$ cat src/sv/adcma_pkg.sv
`default_nettype none

package adcma_pkg;

    // Window length and the widths that follow from it.
    localparam int WINDOW_LEN = 16;
    localparam int SAMPLE_W   = 10;
    localparam int IDX_W      = $clog2(WINDOW_LEN);
    localparam int POS_W      = $clog2(WINDOW_LEN + 1);
    localparam int TOTAL_W    = $clog2((2 ** SAMPLE_W - 1) * WINDOW_LEN + 1);
    localparam int DIV_CNT_W  = $clog2(TOTAL_W + 1);

    // Configuration port and register widths.
    localparam int CFG_IDX_W  = 2;
    localparam int CFG_W      = 16;
    localparam int OFFSET_W   = 16;
    localparam int MULT_W     = 16;

    // Scaling arithmetic: (avg * 4 + offset) * multiplier.
    localparam int SUM_W      = OFFSET_W + 1;
    localparam int PROD_W     = SUM_W + MULT_W + 1;
    localparam int SCALED_W   = 33;

    // Register indexes on the configuration port.
    localparam logic [CFG_IDX_W-1:0] CFG_ENABLE = 2'd0;
    localparam logic [CFG_IDX_W-1:0] CFG_FORCE  = 2'd1;
    localparam logic [CFG_IDX_W-1:0] CFG_OFFSET = 2'd2;
    localparam logic [CFG_IDX_W-1:0] CFG_MULT   = 2'd3;

    // Multiplier reset value is 1.0 in Q8.8.
    localparam logic [MULT_W-1:0] MULT_RESET = 16'd256;

    typedef logic [SAMPLE_W-1:0] t_sample;
    typedef logic [TOTAL_W-1:0]  t_total;
    typedef logic [POS_W-1:0]    t_pos;

endpackage

`default_nettype wire

$ cat src/sv/adcma_ram.sv
`default_nettype none

// Simple dual-port RAM: one write port, one read port with registered data.
module adcma_ram #(
    parameter int WIDTH = 8,
    parameter int DEPTH = 16
) (
    input  wire logic                     i_clk,
    input  wire logic                     i_we,
    input  wire logic [$clog2(DEPTH)-1:0] i_waddr,
    input  wire logic [WIDTH-1:0]         i_wdata,
    input  wire logic [$clog2(DEPTH)-1:0] i_raddr,
    output logic      [WIDTH-1:0]         o_rdata
);

    logic [WIDTH-1:0] r_mem [DEPTH];

    // Write and registered read.
    always_ff @(posedge i_clk) begin
        if (i_we) begin
            r_mem[i_waddr] <= i_wdata;
        end
        o_rdata <= r_mem[i_raddr];
    end

endmodule

`default_nettype wire

$ cat src/sv/adcma_div.sv
`default_nettype none

// Restoring divider: one quotient bit per cycle over the width of the total.
module adcma_div (
    input  wire logic                     i_clk,
    input  wire logic                     i_rst_n,
    input  wire logic                     i_start,
    input  wire adcma_pkg::t_total        i_dividend,
    input  wire adcma_pkg::t_pos          i_divisor,
    output logic                          o_done,
    output adcma_pkg::t_sample            o_quot
);

    adcma_pkg::t_total                    r_dq;
    adcma_pkg::t_pos                      r_rem;
    adcma_pkg::t_pos                      r_div;
    logic [adcma_pkg::DIV_CNT_W-1:0]      r_cnt;
    logic                                 r_busy;
    logic [adcma_pkg::POS_W:0]            trial;
    logic [adcma_pkg::POS_W:0]            trial_diff;
    logic                                 take;

    // Shift the next dividend bit into the partial remainder and compare.
    assign trial      = {r_rem, r_dq[adcma_pkg::TOTAL_W-1]};
    assign trial_diff = trial - {1'b0, r_div};
    assign take       = (trial >= {1'b0, r_div});

    // Step counter and busy flag.
    always_ff @(posedge i_clk) begin
        if (!i_rst_n) begin
            r_busy <= 1'b0;
            r_cnt  <= '0;
        end else if (i_start) begin
            r_busy <= 1'b1;
            r_cnt  <= adcma_pkg::DIV_CNT_W'(adcma_pkg::TOTAL_W);
        end else if (r_busy) begin
            if (r_cnt != '0) begin
                r_cnt <= r_cnt - adcma_pkg::DIV_CNT_W'(1);
            end else begin
                r_busy <= 1'b0;
            end
        end
    end

    // Dividend, remainder and divisor datapath.
    always_ff @(posedge i_clk) begin
        if (i_start) begin
            r_dq  <= i_dividend;
            r_rem <= '0;
            r_div <= i_divisor;
        end else if (r_busy && (r_cnt != '0)) begin
            r_dq  <= {r_dq[adcma_pkg::TOTAL_W-2:0], take};
            r_rem <= take ? trial_diff[adcma_pkg::POS_W-1:0] : trial[adcma_pkg::POS_W-1:0];
        end
    end

    // The quotient never exceeds the largest sample value.
    assign o_done = r_busy && (r_cnt == '0);
    assign o_quot = r_dq[adcma_pkg::SAMPLE_W-1:0];

endmodule

`default_nettype wire

$ cat src/sv/adc_moving_average_with_warmup_top.sv
// Moving-average filter for a 10-bit converter with a warm-up phase.
// Input channel: i_in_valid / o_in_stall carry one sample per beat. Output
// channel: o_out_valid / i_out_stall carry one result beat per input beat,
// in order: valid_res, average, changed and scaled_value.
// Configuration: i_cfg_we writes i_cfg_data to the register at i_cfg_idx
// (0 enable, 1 force_report, 2 offset, 3 multiplier); write only when idle.
// The window of past samples lives in a small RAM; each sample does a
// read-modify-write of one entry, then the total goes through a one-bit-per-
// cycle divider (TOTAL_W = 14 steps) and one 17x17 multiply.
// An enabled sample passes through the update, divide, multiply and completion
// states, and no new sample is taken until it has completed. A disabled
// sample goes straight to completion, with valid_res low and no state change.
// Reset clears the totals and the last reported values but not the window RAM
// (an entry reads as zero until the ring first wraps); it needs no clearing pass.
// When the receiver stalls, the finished result waits in the output register
// and the next sample is still taken and processed; it then waits for the
// output register to free up before it completes.
`default_nettype none

module adc_moving_average_with_warmup_top (
    input  wire logic                                   i_clk,
    input  wire logic                                   i_rst_n,
    // Configuration port.
    input  wire logic                                   i_cfg_we,
    input  wire logic [adcma_pkg::CFG_IDX_W-1:0]        i_cfg_idx,
    input  wire logic [adcma_pkg::CFG_W-1:0]            i_cfg_data,
    // Input channel.
    input  wire logic                                   i_in_valid,
    output logic                                        o_in_stall,
    input  wire logic [adcma_pkg::SAMPLE_W-1:0]         i_sample,
    // Output channel.
    output logic                                        o_out_valid,
    input  wire logic                                   i_out_stall,
    output logic                                        o_valid_res,
    output logic [adcma_pkg::SAMPLE_W-1:0]              o_average,
    output logic                                        o_changed,
    output logic signed [adcma_pkg::SCALED_W-1:0]       o_scaled_value
);

    localparam logic [2:0] ST_IDLE = 3'd0;
    localparam logic [2:0] ST_UPD  = 3'd1;
    localparam logic [2:0] ST_DIV  = 3'd2;
    localparam logic [2:0] ST_MUL  = 3'd3;
    localparam logic [2:0] ST_FIN  = 3'd4;

    // Configuration registers.
    logic                                 r_enable;
    logic                                 r_force;
    logic [adcma_pkg::OFFSET_W-1:0]       r_offset;
    logic [adcma_pkg::MULT_W-1:0]         r_mult;

    // Sequencer and filter state.
    logic [2:0]                           r_state;
    logic [2:0]                           n_state;
    logic                                 r_en;
    adcma_pkg::t_pos                      r_wpos;
    logic                                 r_full;
    adcma_pkg::t_total                    r_total;
    adcma_pkg::t_sample                   r_last_rep;
    logic signed [adcma_pkg::SCALED_W-1:0] r_last_scaled;

    // Per-beat working registers.
    adcma_pkg::t_sample                   r_sample;
    logic [adcma_pkg::IDX_W-1:0]          r_slot;
    adcma_pkg::t_sample                   r_avg;
    logic                                 r_report;
    logic signed [adcma_pkg::SCALED_W-1:0] r_prod;

    // Output register.
    logic                                 r_out_vld;
    logic                                 r_o_valid_res;
    adcma_pkg::t_sample                   r_o_average;
    logic                                 r_o_changed;
    logic signed [adcma_pkg::SCALED_W-1:0] r_o_scaled;

    // Combinational signals.
    logic                                 in_acc;
    logic                                 wrap;
    logic [adcma_pkg::IDX_W-1:0]          slot;
    logic [adcma_pkg::IDX_W-1:0]          ram_raddr;
    adcma_pkg::t_sample                   ram_rdata;
    adcma_pkg::t_sample                   old_sample;
    adcma_pkg::t_total                    n_total;
    adcma_pkg::t_pos                      divisor;
    logic                                 div_done;
    adcma_pkg::t_sample                   div_quot;
    logic signed [adcma_pkg::SUM_W-1:0]   sum;
    logic signed [adcma_pkg::MULT_W:0]    mult_s;
    logic signed [adcma_pkg::PROD_W-1:0]  prod;
    logic                                 out_free;
    logic                                 out_load;

    assign in_acc   = i_in_valid && !o_in_stall;
    assign out_free = !r_out_vld || !i_out_stall;
    assign out_load = (r_state == ST_FIN) && out_free;

    // Configuration writes.
    always_ff @(posedge i_clk) begin
        if (!i_rst_n) begin
            r_enable <= 1'b0;
            r_force  <= 1'b0;
            r_offset <= '0;
            r_mult   <= adcma_pkg::MULT_RESET;
        end else if (i_cfg_we) begin
            case (i_cfg_idx)
                adcma_pkg::CFG_ENABLE: r_enable <= i_cfg_data[0];
                adcma_pkg::CFG_FORCE:  r_force  <= i_cfg_data[0];
                adcma_pkg::CFG_OFFSET: r_offset <= i_cfg_data[adcma_pkg::OFFSET_W-1:0];
                adcma_pkg::CFG_MULT:   r_mult   <= i_cfg_data[adcma_pkg::MULT_W-1:0];
                default: ;
            endcase
        end
    end

    // Ring slot: wrap to zero once every slot of the current pass is used.
    assign wrap      = (r_wpos == adcma_pkg::POS_W'(adcma_pkg::WINDOW_LEN));
    assign slot      = wrap ? '0 : r_wpos[adcma_pkg::IDX_W-1:0];
    assign ram_raddr = slot;

    // Until the ring first wraps, the slot being replaced was never written.
    assign old_sample = r_full ? ram_rdata : '0;
    assign n_total    = r_total - adcma_pkg::TOTAL_W'(old_sample)
                                + adcma_pkg::TOTAL_W'(r_sample);
    assign divisor    = r_full ? adcma_pkg::POS_W'(adcma_pkg::WINDOW_LEN) : r_wpos;

    adcma_ram #(
        .WIDTH (adcma_pkg::SAMPLE_W),
        .DEPTH (adcma_pkg::WINDOW_LEN)
    ) u_window (
        .i_clk   (i_clk),
        .i_we    (r_state == ST_UPD),
        .i_waddr (r_slot),
        .i_wdata (r_sample),
        .i_raddr (ram_raddr),
        .o_rdata (ram_rdata)
    );

    adcma_div u_div (
        .i_clk      (i_clk),
        .i_rst_n    (i_rst_n),
        .i_start    (r_state == ST_UPD),
        .i_dividend (n_total),
        .i_divisor  (divisor),
        .o_done     (div_done),
        .o_quot     (div_quot)
    );

    // Scaled value: average in Q.12 plus signed offset, times Q8.8 multiplier.
    assign sum    = $signed({{(adcma_pkg::SUM_W - adcma_pkg::SAMPLE_W - 2){1'b0}},
                             div_quot, 2'b00})
                  + $signed({{(adcma_pkg::SUM_W - adcma_pkg::OFFSET_W){r_offset[adcma_pkg::OFFSET_W-1]}},
                             r_offset});
    assign mult_s = $signed({1'b0, r_mult});
    assign prod   = sum * mult_s;

    // Sequencer next state.
    always_comb begin
        n_state = r_state;
        case (r_state)
            ST_IDLE: begin
                if (in_acc) begin
                    n_state = r_enable ? ST_UPD : ST_FIN;
                end
            end
            ST_UPD: n_state = ST_DIV;
            ST_DIV: begin
                if (div_done) begin
                    n_state = ST_MUL;
                end
            end
            ST_MUL: n_state = ST_FIN;
            ST_FIN: begin
                if (out_free) begin
                    n_state = ST_IDLE;
                end
            end
            default: n_state = ST_IDLE;
        endcase
    end

    assign o_in_stall = (r_state != ST_IDLE);

    // Control and filter state.
    always_ff @(posedge i_clk) begin
        if (!i_rst_n) begin
            r_state       <= ST_IDLE;
            r_wpos        <= '0;
            r_full        <= 1'b0;
            r_total       <= '0;
            r_last_rep    <= '0;
            r_last_scaled <= '0;
            r_out_vld     <= 1'b0;
        end else begin
            r_state <= n_state;
            // Advance the ring position on an enabled sample.
            if (in_acc && r_enable) begin
                r_wpos <= {{(adcma_pkg::POS_W - adcma_pkg::IDX_W){1'b0}}, slot}
                          + adcma_pkg::POS_W'(1);
                if (wrap) begin
                    r_full <= 1'b1;
                end
            end
            if (r_state == ST_UPD) begin
                r_total <= n_total;
            end
            // Commit a report.
            if (out_load && r_en && r_report) begin
                r_last_rep    <= r_avg;
                r_last_scaled <= r_prod;
            end
            if (out_load) begin
                r_out_vld <= 1'b1;
            end else if (!i_out_stall) begin
                r_out_vld <= 1'b0;
            end
        end
    end

    // Per-beat working registers.
    always_ff @(posedge i_clk) begin
        if (in_acc) begin
            r_en     <= r_enable;
            r_sample <= i_sample;
            r_slot   <= slot;
        end
        if (r_state == ST_MUL) begin
            r_avg    <= div_quot;
            r_report <= (div_quot != r_last_rep) || r_force;
            r_prod   <= prod[adcma_pkg::SCALED_W-1:0];
        end
    end

    // Output register.
    always_ff @(posedge i_clk) begin
        if (out_load) begin
            r_o_valid_res <= r_en;
            r_o_average   <= r_en ? r_avg : '0;
            r_o_changed   <= r_en && r_report;
            r_o_scaled    <= !r_en ? '0 : (r_report ? r_prod : r_last_scaled);
        end
    end

    assign o_out_valid    = r_out_vld;
    assign o_valid_res    = r_o_valid_res;
    assign o_average      = r_o_average;
    assign o_changed      = r_o_changed;
    assign o_scaled_value = r_o_scaled;

    // A disabled sample goes straight to completion.
    a_disabled_fast: assert property (@(posedge i_clk) disable iff (!i_rst_n)
        (in_acc && !r_enable) |=> (r_state == ST_FIN))
        else $error("disabled sample did not go straight to completion");

    // The ring position never runs past the window length.
    a_wpos_range: assert property (@(posedge i_clk) disable iff (!i_rst_n)
        r_wpos <= adcma_pkg::POS_W'(adcma_pkg::WINDOW_LEN))
        else $error("ring position out of range");

    // The running total stays within the sum of a full window.
    a_total_range: assert property (@(posedge i_clk) disable iff (!i_rst_n)
        r_total <= adcma_pkg::TOTAL_W'((2 ** adcma_pkg::SAMPLE_W - 1) * adcma_pkg::WINDOW_LEN))
        else $error("running total out of range");

    // The divider only finishes while the sequencer waits for it.
    a_div_done_state: assert property (@(posedge i_clk) disable iff (!i_rst_n)
        div_done |-> (r_state == ST_DIV))
        else $error("divider finished outside the divide state");

    // A finished beat waits while the output register is held by the receiver.
    a_fin_holds: assert property (@(posedge i_clk) disable iff (!i_rst_n)
        ((r_state == ST_FIN) && r_out_vld && i_out_stall) |=> (r_state == ST_FIN))
        else $error("result overwrote a stalled output beat");

endmodule

`default_nettype wire

$ cat config.mk
export PLATFORM = sky130hd
export DESIGN_NAME = adc_moving_average_with_warmup_top
export DESIGN_NICKNAME = d
export VERILOG_FILES = /design/src/sv/adcma_pkg.sv /design/src/sv/adcma_ram.sv /design/src/sv/adcma_div.sv /design/src/sv/adc_moving_average_with_warmup_top.sv
export SDC_FILE = /design/constraint.sdc
export NUM_CORES = 1
export LEC_CHECK = 0
export BUFFER_PORTS_ARGS = -buffer_cell sky130_fd_sc_hd__buf_4
export CORE_MARGIN = 2
export CORE_UTILIZATION = 56
export CTS_BUF_LIST = sky130_fd_sc_hd__clkbuf_8
export CTS_CLUSTER_DIAMETER = 100
export CTS_CLUSTER_SIZE = 24
export DETAILED_ROUTE_END_ITERATION = 10
export PLACE_DENSITY_LB_ADDON = 0.3
export SETUP_SLACK_MARGIN = 0.4
export SKIP_LAST_GASP = 1
export SLEW_MARGIN = 30
export SYNTH_ARGS = -nofsm -noshare
export SYNTH_HDL_FRONTEND = slang
export SYNTH_SLANG_ARGS = --single-unit
$ cat constraint.sdc
create_clock -name i_clk -period 8.4 [get_ports i_clk]
set_input_delay 0.42 -clock i_clk [delete_from_list [all_inputs] [get_ports i_clk]]
set_output_delay 0.42 -clock i_clk [all_outputs]
set_load 0.02 [all_outputs]
# Word level (Yosys, flattened, before mapping)
# Memories as Yosys holds them, arrays and structs flattened. A register that Yosys moved wholly into a read port is not among the register bits.
# Index checks and enable logic that the tools add are counted.
[word_totals] register_bits=234 input_bits=33 elab_cells=101 n_memories=1 latch_bits=0 ram_bits=160 mem_bits_ro=0 output_inout_bits=47
[memory_table] memory="u_window.r_mem" depth=16 width=10 read_ports=1 rd_ports_with_merged_regs=1 wr=1 line_no="adcma_ram.sv:16" source="logic [WIDTH-1:0] r_mem [DEPTH];"
[op_classes] n_bitwise=1 n_mux=21 shifts=0 div_mod_pow=0 addsub=6 order_cmp=1 n_eq_ne=13 mul=1 n_reduce_logical=30
[ops] op="$mul 17x17->33" n=1
[ops] op="$mux 33" n=1
[ops] op="$mux 14" n=2
[ops] op="$add 13x16->17" n=1
[ops] op="$mux 4" n=4
[ops] op="$pmux 3 s5" n=1
[ops] op="$add 14x10->14" n=1
[ops] op="$reduce_and 2->1" n=7
[ops] op="$sub 14x10->14" n=1
[ops] op="$mux 3" n=4
[ops] op="$mux 10" n=1
[ops] op="$ne 10x10->1" n=1
[ops] op="$logic_and 1x1->1" n=8
[ops] op="$mux 1" n=7
[ops] op="$eq 3x2->1 const B" n=2
[ops] op="$ge 6x5->1" n=1
[ops] op="$ne 2x2->1 const B" n=3
[ops] op="$reduce_bool 2->1" n=3
[ops] op="$add 4x1->5 const B" n=1
[ops] op="$eq 5x5->1 const B" n=1
[ops] op="$mux 5" n=1
[ops] op="$sub 5x5->5" n=1
[ops] op="$eq 2x2->1 const B" n=2
[ops] op="$logic_not 4->1" n=1
[ops] op="other kinds (14)" n=17

# Longest topological paths before layout
# Gate-level depths: netlist of the first run.
[depth] depth_word=5 mapped_depth=34 depth_no_buf=32

# Cells and area by module
# A second synthesis of the first run with hierarchy kept.
[unflattened] cells_unflattened=2556 hier_area_um2=28153.3
[by_module_without_submodules] module="adc_moving_average_with_warmup_top" cells_each=2145 seq_area_each_um2=5144.9 area_per_inst_um2=20229.4 instances=1
[by_module_without_submodules] module="adcma_ram" cells_each=279 seq_area_each_um2=5004.8 area_per_inst_um2=6353.6 instances=1
[by_module_without_submodules] module="adcma_div" cells_each=132 seq_area_each_um2=770.7 area_per_inst_um2=1570.3 instances=1

# Least setup slack after synthesis of the first run
# No wires, ideal clock.
[synth_path] path_type="register to register" from="register u_div.r_dq[0]" to="register r_prod[31] in the netlist's numbering (data pin)" required_ns=8.266 path_buffers=2 setup_time_ns=0.134 stages_incl_launch_ff=31 slack_ns=0.633 arrival_ns=7.632 synth_period_minus_slack_ns=7.767 cell_sequence="edfxtp_1 ha_1 inv_1 fa_1 and2b_1 o21ai_2 a21boi_2 o21bai_1 a21boi_2 o21ai_2 a211o_1 buf_2 and3_1 fa_1 fa_1 clkbuf_1 xor2_1 xnor2_1 fa_1 fa_1 inv_1 fa_1 inv_1 ha_1 nand4_1 or3_1 o211ai_1 a31oi_1 a21o_1 a211o_1 nand3_1"
[synth_between] elab_chain_len=2
[synth_rtl] element="from (decl)" line_no="adcma_div.sv:14" source="adcma_pkg::t_total r_dq;"
[synth_rtl] element="from (signal assigned)" line_no="adcma_div.sv:48" source="r_dq <= i_dividend;"
[synth_rtl] element="from (signal assigned)" line_no="adcma_div.sv:52" source="r_dq <= {r_dq[adcma_pkg::TOTAL_W-2:0], take};"
[synth_rtl] element="$add 13x16->17" line_no="adc_moving_average_with_warmup_top.sv:151" source="+ $signed({{(adcma_pkg::SUM_W - adcma_pkg::OFFSET_W){r_offset[adcma_pkg::OFFSET_W-1]}},"
[synth_rtl] element="$mul 17x17->33" line_no="adc_moving_average_with_warmup_top.sv:154" source="assign prod = sum * mult_s;"
[synth_rtl] element="net prod, one bit" line_no="adc_moving_average_with_warmup_top.sv:89" source="logic signed [adcma_pkg::PROD_W-1:0] prod;"
[synth_rtl] element="to (signal assigned)" line_no="adc_moving_average_with_warmup_top.sv:229" source="r_prod <= prod[adcma_pkg::SCALED_W-1:0];"
[synth_rtl] element="to (decl)" line_no="adc_moving_average_with_warmup_top.sv:67" source="logic signed [adcma_pkg::SCALED_W-1:0] r_prod;"
# The timed path passes the listed nets, and every way through them passes these cells.
# A chain may end at the register's enable or synchronous reset.

# Final worst setup path of the first run
[layout_path] from="register r_offset[2] in the netlist's numbering" to="register r_prod[32] in the netlist's numbering (data pin)"
[layout_between] elab_chain_len=2
[layout_rtl] element="from (decl)" line_no="adc_moving_average_with_warmup_top.sv:49" source="logic [adcma_pkg::OFFSET_W-1:0] r_offset;"
[layout_rtl] element="from (signal assigned)" line_no="adc_moving_average_with_warmup_top.sv:108" source="adcma_pkg::CFG_OFFSET: r_offset <= i_cfg_data[adcma_pkg::OFFSET_W-1:0];"
[layout_rtl] element="$add 13x16->17" line_no="adc_moving_average_with_warmup_top.sv:151"
[layout_rtl] element="$mul 17x17->33" line_no="adc_moving_average_with_warmup_top.sv:154"
[layout_rtl] element="net prod, one bit" line_no="adc_moving_average_with_warmup_top.sv:89"
# The timed path passes the listed nets, and every way through them passes these cells.

==> results of run 1 <==
[worst max path at each step]
stage	start	endpoint	slack (ps)
floorplan	u_div.r_dq[0]	r_prod[31]	630
global placement	u_div.r_dq[0]	r_prod[31]	270
detailed placement	u_div.r_dq[0]	r_prod[31]	230
CTS	u_div.r_dq[1]	r_prod[32]	420
global route	r_offset[2]	r_prod[29]	190
finish	r_offset[2]	r_prod[32]	510
[cells by family after synthesis]
family	Yosys count	synth area share
AND/OR/NAND/NOR	806	0.138
multiplexers	105	0.0427
XOR/XNOR	78	0.0244
flip-flops	404	0.390
buffers and inverters	517	0.0705
AO/OA/AOI/OAI	319	0.0800
adder cells (fa/ha/maj)	398	0.254
[final cells by class]
cell class / count / area share
tap: 664 / 0.0276
multi-input combinational: 1706 / 0.509
clock inverter: 15 / 0.00274
timing repair buffer: 153 / 0.0402
sequential: 404 / 0.362
clock buffer: 21 / 0.00959
inverter: 387 / 0.0483
[state kept, by name, summed over array words and instances, names as in the netlist, 4 cells and up]
name and count:
u_window.r_mem 160, o_scaled_value 33, r_last_scaled 33, r_prod 33
r_mult 16, r_offset 16, r_total 14, u_div.r_dq 14
o_average 10, r_avg 10, r_last_rep 10, r_sample 10
u_window.o_rdata 10, r_wpos 5, u_div.r_div 5, u_div.r_rem 5
r_slot 4, u_div.r_cnt 4
[power by group through the flow]
stage	clock, µW	sequential (µW)	combinational, µW
2_1_floorplan	0	2250	447
3_3_place_gp	0	2250	634
3_5_place_dp	0	2260	656
4_1_cts	863	2210	665
5_1_grt	924	2220	774
6_report	842	2210	694
[layer usage]
metal | vias up | share of wire | global-route usage
met4 | 0 | 0.028 | 0.0683
li1 | 8581 | - | -
met3 | 124 | 0.085 | 0.0510
met2 | 682 | 0.46 | 0.412
met1 | 9261 | 0.43 | 0.349
met5 | - | 0 | 0
[cell usage in the layout (no fill, tap or decap), types with 5 or more instances in the layout]
cell type	instances
nand2_1	398
inv_1	394
edfxtp_1	283
fa_1	279
buf_4	139
and2_1	138
dfxtp_1	116
ha_1	108
a21boi_0	86
mux2i_1	85
nor2b_1	75
a21oi_1	55
xnor2_1	52
nor2_1	50
a211oi_1	35
nand2b_1	34
o21ai_0	26
nand3_1	26
xor2_1	24
clkbuf_8	21
and3_1	18
a21o_1	17
a31oi_1	14
o21a_1	13
nor3_1	12
a311oi_1	12
nor2_2	12
mux4_2	10
dlygate4sd3_1	10
o21ai_1	6
mux2_2	6
inv_2	6
o2bb2ai_1	6
nor4_1	6
nand4_1	5
ha_2	5
dfxtp_2	5
[timing repair]
action	in CTS	in global routing
endpoints found under the hold margin	10	0
hold buffers	10	0
resized for setup	9	42
setup buffers	2	18
pin swaps	1	25
endpoints found under the setup margin	4	12
cloned	0	1
[worst max-delay path: cells and delay by family, from the launching register on]
kind | cells | cell delay, ps
compound gates | 13 | 2200
simple gates | 1 | 210
flops | 1 | 390
buf+inv | 10 | 980
fa+ha+maj | 9 | 3840
mux | 1 | 80
[per-stage QoR]
step | util | worst slack [ps] | cell area (µm²)
after detailed placement | 0.596 | 228 | 29300
after global routing | 0.613 | 194 | 30200
after floorplan | - | 633 | 28000
after global placement | 0.595 | 266 | 29200
final | 0.613 | 509 | 30200
after CTS | 0.606 | 419 | 29800
==> results_dict.tcl, run 1 <==
set metrics [dict create \
    min_from "i_cfg_data[8]" \
    rsz0062_at_grt "yes" \
    diodes 0 \
    min_to "r_mult[8]" \
    max_freq_mhz 127 \
    cts_made_buffers 20 \
    multi_input_area_mm2 0.0154 \
    p_int_uw 2720 \
    clock_path_buffers 3 \
    synth_top_flop_cell "edfxtp_1" \
    path_class "reg2reg" \
    dr.pass1.iters 5 \
    slew_headroom 0.283 \
    cts_root_buffer "clkbuf_8" \
    grt_max_degree 108 \
    core_mm2 0.0492 \
    rows 81 \
    reg2reg_setup_slack_ps 510 \
    pin_count 80 \
    path_common_cell "fa_1" \
    yosysUniqueCellTypes 72 \
    post-route-period-util 0.939 \
    drv_cap 0 \
    routed_wl_mm 63.9 \
    initial_core_util 0.569 \
    finalSetupViolCount 0 \
    place_hpwl_mm 46.4 \
    synth_area_leader_cell "edfxtp_1" \
    run_status "complete, no violations" \
    regArea_mm2 0.0109 \
    end_kind "flip-flop" \
    min_path_cells 3 \
    fin_crit_ps 7890 \
    finalPower_uw 3750 \
    synth_area_leaders "edfxtp_1 (30%), fa_1 (20%), dfxtp_1 (8.7%), nand2_1 (5.3%), ha_1 (5.2%)" \
    synth_edf_count 283 \
    drive_gt1_frac 0.0949 \
    power_density_mw_per_mm2 124 \
    cts-htree-levels 1 \
    placed_cells 3283 \
    reg2reg_to "r_prod[32]" \
    finalHoldViolations 0 \
    antenna_found_initial 0 \
    sequentialPowerShare 0.590 \
    synth-seq-cells 404 \
    syn_avg_cell_area_um2 10.6 \
    gr-total-overflow 0 \
    final_cells 3350 \
    syn_inst 2627 \
    tns_ps 0 \
    critPathMaxFanout 7 \
    peakVddDrop_uv 86.8 \
    clk_latency_ps 610 \
    fp.dieArea_mm2 0.0517 \
    async_reset_ff_frac 0 \
    cts.sinks 404 \
    r2r-start "r_offset[2]" \
    cp_slowest_cell "fa_1" \
    grt_pass1_wl_mm 101 \
    critPathRequiredTime_ps 8810 \
    yosys.area.top_type_share 0.304 \
    drt-initial-drc-count 1630 \
    worst_clock_skew_ps 21.5 \
    gp_congestion 0.980 \
    p_sw_frac 0.274 \
    fin_hold_ws_ps 41.9 \
    detail-route-antenna-nets 0 \
    power_leakage_uw 0.0126 \
    pwr-share-comb 0.185 \
    die_h_um 227 \
    yosysWarnings 0 \
    drc 0 \
    slowest_delay_ps 530 \
    arrival_ps 8300 \
    synth_common_cells "nand2_1 (398), inv_1 (386), edfxtp_1 (283), fa_1 (281), and2_1 (139)" \
    clk_pin_slew_ps 150 \
    numPortBuffers 79 \
    synth_nets 3058 \
    cp-start-kind "flip-flop" \
    reg2reg_depth 34 \
    worst_slew_pin_slew_ps 1070 \
    post_drt_wl_per_cell_um 19.1 \
    die_w_um 227 \
    grt_use_total 0.254 \
    final_nets 3103 \
    vias 18600 \
    syn2layout_area_growth_pct 7.83 \
    yosysMostFrequentCell "nand2_1" \
    cts_tree "yes" \
    power.net_switching_uw 1030 \
    grt_pass1_vias 19200 \
    hold_class "in2reg" \
    fill_cells 3909 \
    viasPerCell 5.57 \
    slew_viol_final 0 \
    yosysSeqAreaShare 0.390 \
    syn_area_mm2 0.0280 \
    power.share.clock 0.225 \
]
Note: power is estimated with default switching activity, not from simulation.
==> inputs of run 2 (changes only) <==
--- a/config.mk
+++ b/config.mk
@@ -12,7 +12,7 @@
 export CTS_CLUSTER_DIAMETER = 100
 export CTS_CLUSTER_SIZE = 24
 export DETAILED_ROUTE_END_ITERATION = 10
-export PLACE_DENSITY_LB_ADDON = 0.3
+export PLACE_DENSITY = 0.69
 export SETUP_SLACK_MARGIN = 0.4
 export SKIP_LAST_GASP = 1
 export SLEW_MARGIN = 30
==> run 2 against run 1 <==
  * Critical path depth shrank 2
  * Die area is the same
  * Routed wire length grew 0.12%
  * Design area is essentially flat
  * First-iteration DRC count shrank 1.7%
  * Sequential share of layout area is essentially flat
  * Global-route usage is essentially flat
  * Count of clock-buffer cells in the layout is the same
  * Non-clock buffer count grew 2
  * Critical path type unchanged
==> results_dict.tcl, run 2 (synthesis gave the netlist of run 1 again) <==
set metrics [dict create \
    finalPower_uw 3740 \
    pin_count 80 \
    tns_ps 0 \
    grt_pass1_vias 19000 \
    slowest_delay_ps 550 \
    cp_slowest_cell "fa_1" \
    core_mm2 0.0492 \
    power.share.clock 0.226 \
    cts.sinks 404 \
    viasPerCell 5.56 \
    numPortBuffers 79 \
    fill_cells 3963 \
    final_nets 3106 \
    path_buf_inv 7 \
    grt_pass1_wl_mm 102 \
    vias 18600 \
    run_status "complete, no violations" \
    dr.pass1.iters 9 \
    drv_cap 0 \
    power_leakage_uw 0.0126 \
    drt-initial-drc-count 1603 \
    post_drt_wl_per_cell_um 19.1 \
    peakVddDrop_uv 103 \
    power_density_mw_per_mm2 124 \
    fin_crit_ps 8010 \
    largest_register_ff_count 160 \
    rows 81 \
    drive_gt1_frac 0.0971 \
    final_common_cell "nand2_1" \
    slew_viol_final 0 \
    diodes 0 \
    clk_pin_slew_ps 140 \
    cts_tree "yes" \
    cp-start-kind "flip-flop" \
    min_from "i_cfg_data[8]" \
    clk_latency_ps 620 \
    reg2reg_to "r_prod[31]" \
    regMostFlops "u_window.r_mem" \
    power.net_switching_uw 1040 \
    mostFrequentLayoutCells "nand2_1 (398), inv_1 (395), edfxtp_1 (283), fa_1 (273), buf_4 (140)" \
    max_freq_mhz 125 \
    min_path_cells 3 \
    critPathMaxFanout 7 \
    grt_use_total 0.254 \
    cts-htree-levels 1 \
    path_common_cell "fa_1" \
    worst_slew_pin_slew_ps 973 \
    gr-total-overflow 0 \
    pwr-share-comb 0.183 \
    r2r-start "u_div.r_dq[0]" \
    antenna_found_initial 1 \
    die_w_um 227 \
    clock_path_buffers 3 \
    slew_headroom 0.350 \
    p_sw_frac 0.278 \
    fp.dieArea_mm2 0.0517 \
    initial_core_util 0.569 \
    syn2layout_area_growth_pct 7.86 \
    p_int_uw 2700 \
    finalSetupViolCount 0 \
    place_hpwl_mm 46.6 \
    drc 0 \
    hold_class "in2reg" \
    post-route-period-util 0.953 \
    reg2reg_setup_slack_ps 390 \
    cts_root_buffer "clkbuf_8" \
    reg2reg_depth 32 \
    worst_clock_skew_ps 57.0 \
    path_class "reg2reg" \
    gp_congestion 0.974 \
    sequentialPowerShare 0.591 \
    critPathRequiredTime_ps 8770 \
    routed_wl_mm 64.0 \
    detail-route-antenna-nets 0 \
    fin_hold_ws_ps 57.2 \
    cts_made_buffers 21 \
    finalHoldViolations 0 \
    grt_max_degree 108 \
    rsz0062_at_grt "yes" \
    min_to "r_mult[8]" \
    arrival_ps 8380 \
    end_kind "flip-flop" \
    crit_family "adder cells" \
    die_h_um 227 \
]
[run 2: cell types whose count changed in the layout (fill, tap and decap cells not counted), sizes merged]
| cell | change |
|---|---|
| clkinv | +1 |
| inv | +1 |
| bufinv | -1 |
| buf | +2 |
[run 2: what timing repair did]
item	4_1_cts	5_1_grt
resized for setup	8	45
hold endpoints to repair	10	0
gates cloned	0	1
pin swaps	2	21
hold buffers	10	0
buffers inserted	3	17
setup endpoints to repair	6	13
[run 2: final cells by class]
| type | count | area (µm²) | area share |
|---|---|---|---|
| clock buffers | 21 | 289 | 0.00958 |
| well taps | 664 | 831 | 0.0275 |
| repair buffers | 155 | 1240 | 0.0412 |
| multi-input cells | 1706 | 15300 | 0.508 |
| inverters | 387 | 1450 | 0.0482 |
| flip-flops and latches | 404 | 10900 | 0.362 |
| clock inverters | 16 | 88.8 | 0.00295 |
[run 2: how the worst max path moves through the flow]
stage                  startpoint          to  depth (start not counted)
finish              u_div.r_dq[0]  r_prod[31]                         32
detailed placement  u_div.r_dq[0]  r_prod[32]                         29
global route        u_div.r_dq[0]  r_prod[32]                         32
global placement    u_div.r_dq[0]  r_prod[31]                         30
floorplan           u_div.r_dq[0]  r_prod[31]                         30
CTS                 u_div.r_dq[1]  r_prod[32]                         27
[run 2: layer usage]
layer	up-vias	track usage	part of all wire
li1	8587	-	-
met5	-	0	0
met3	102	0.0374	0.069
met4	0	0.0470	0.020
met2	615	0.409	0.46
met1	9334	0.371	0.45
[run 2: power groups by stage]
| stage | clock, µW | sequential [µW] | combinational (µW) |
|---|---|---|---|
| after floorplan | 0 | 2250 | 447 |
| after global placement | 0 | 2250 | 631 |
| after detailed placement | 0 | 2250 | 654 |
| after CTS | 866 | 2210 | 662 |
| after global routing | 929 | 2210 | 772 |
| final | 843 | 2210 | 685 |
[run 2: worst min-delay path, stage by stage]
cell	delay, ps
buf_4	90
nand2_1	40
nand3_1	60
[run 2: per-stage QoR]
step            util  instance area [µm²]  std cells  worst slack, ps
3_3_place_gp   0.595                29300       3285              421
4_1_cts        0.607                29800       3335              424
3_5_place_dp   0.596                29300       3285              182
2_1_floorplan      -                28000       2627              633
5_1_grt        0.614                30200       3353              160
6_report       0.614                30200       3353              393
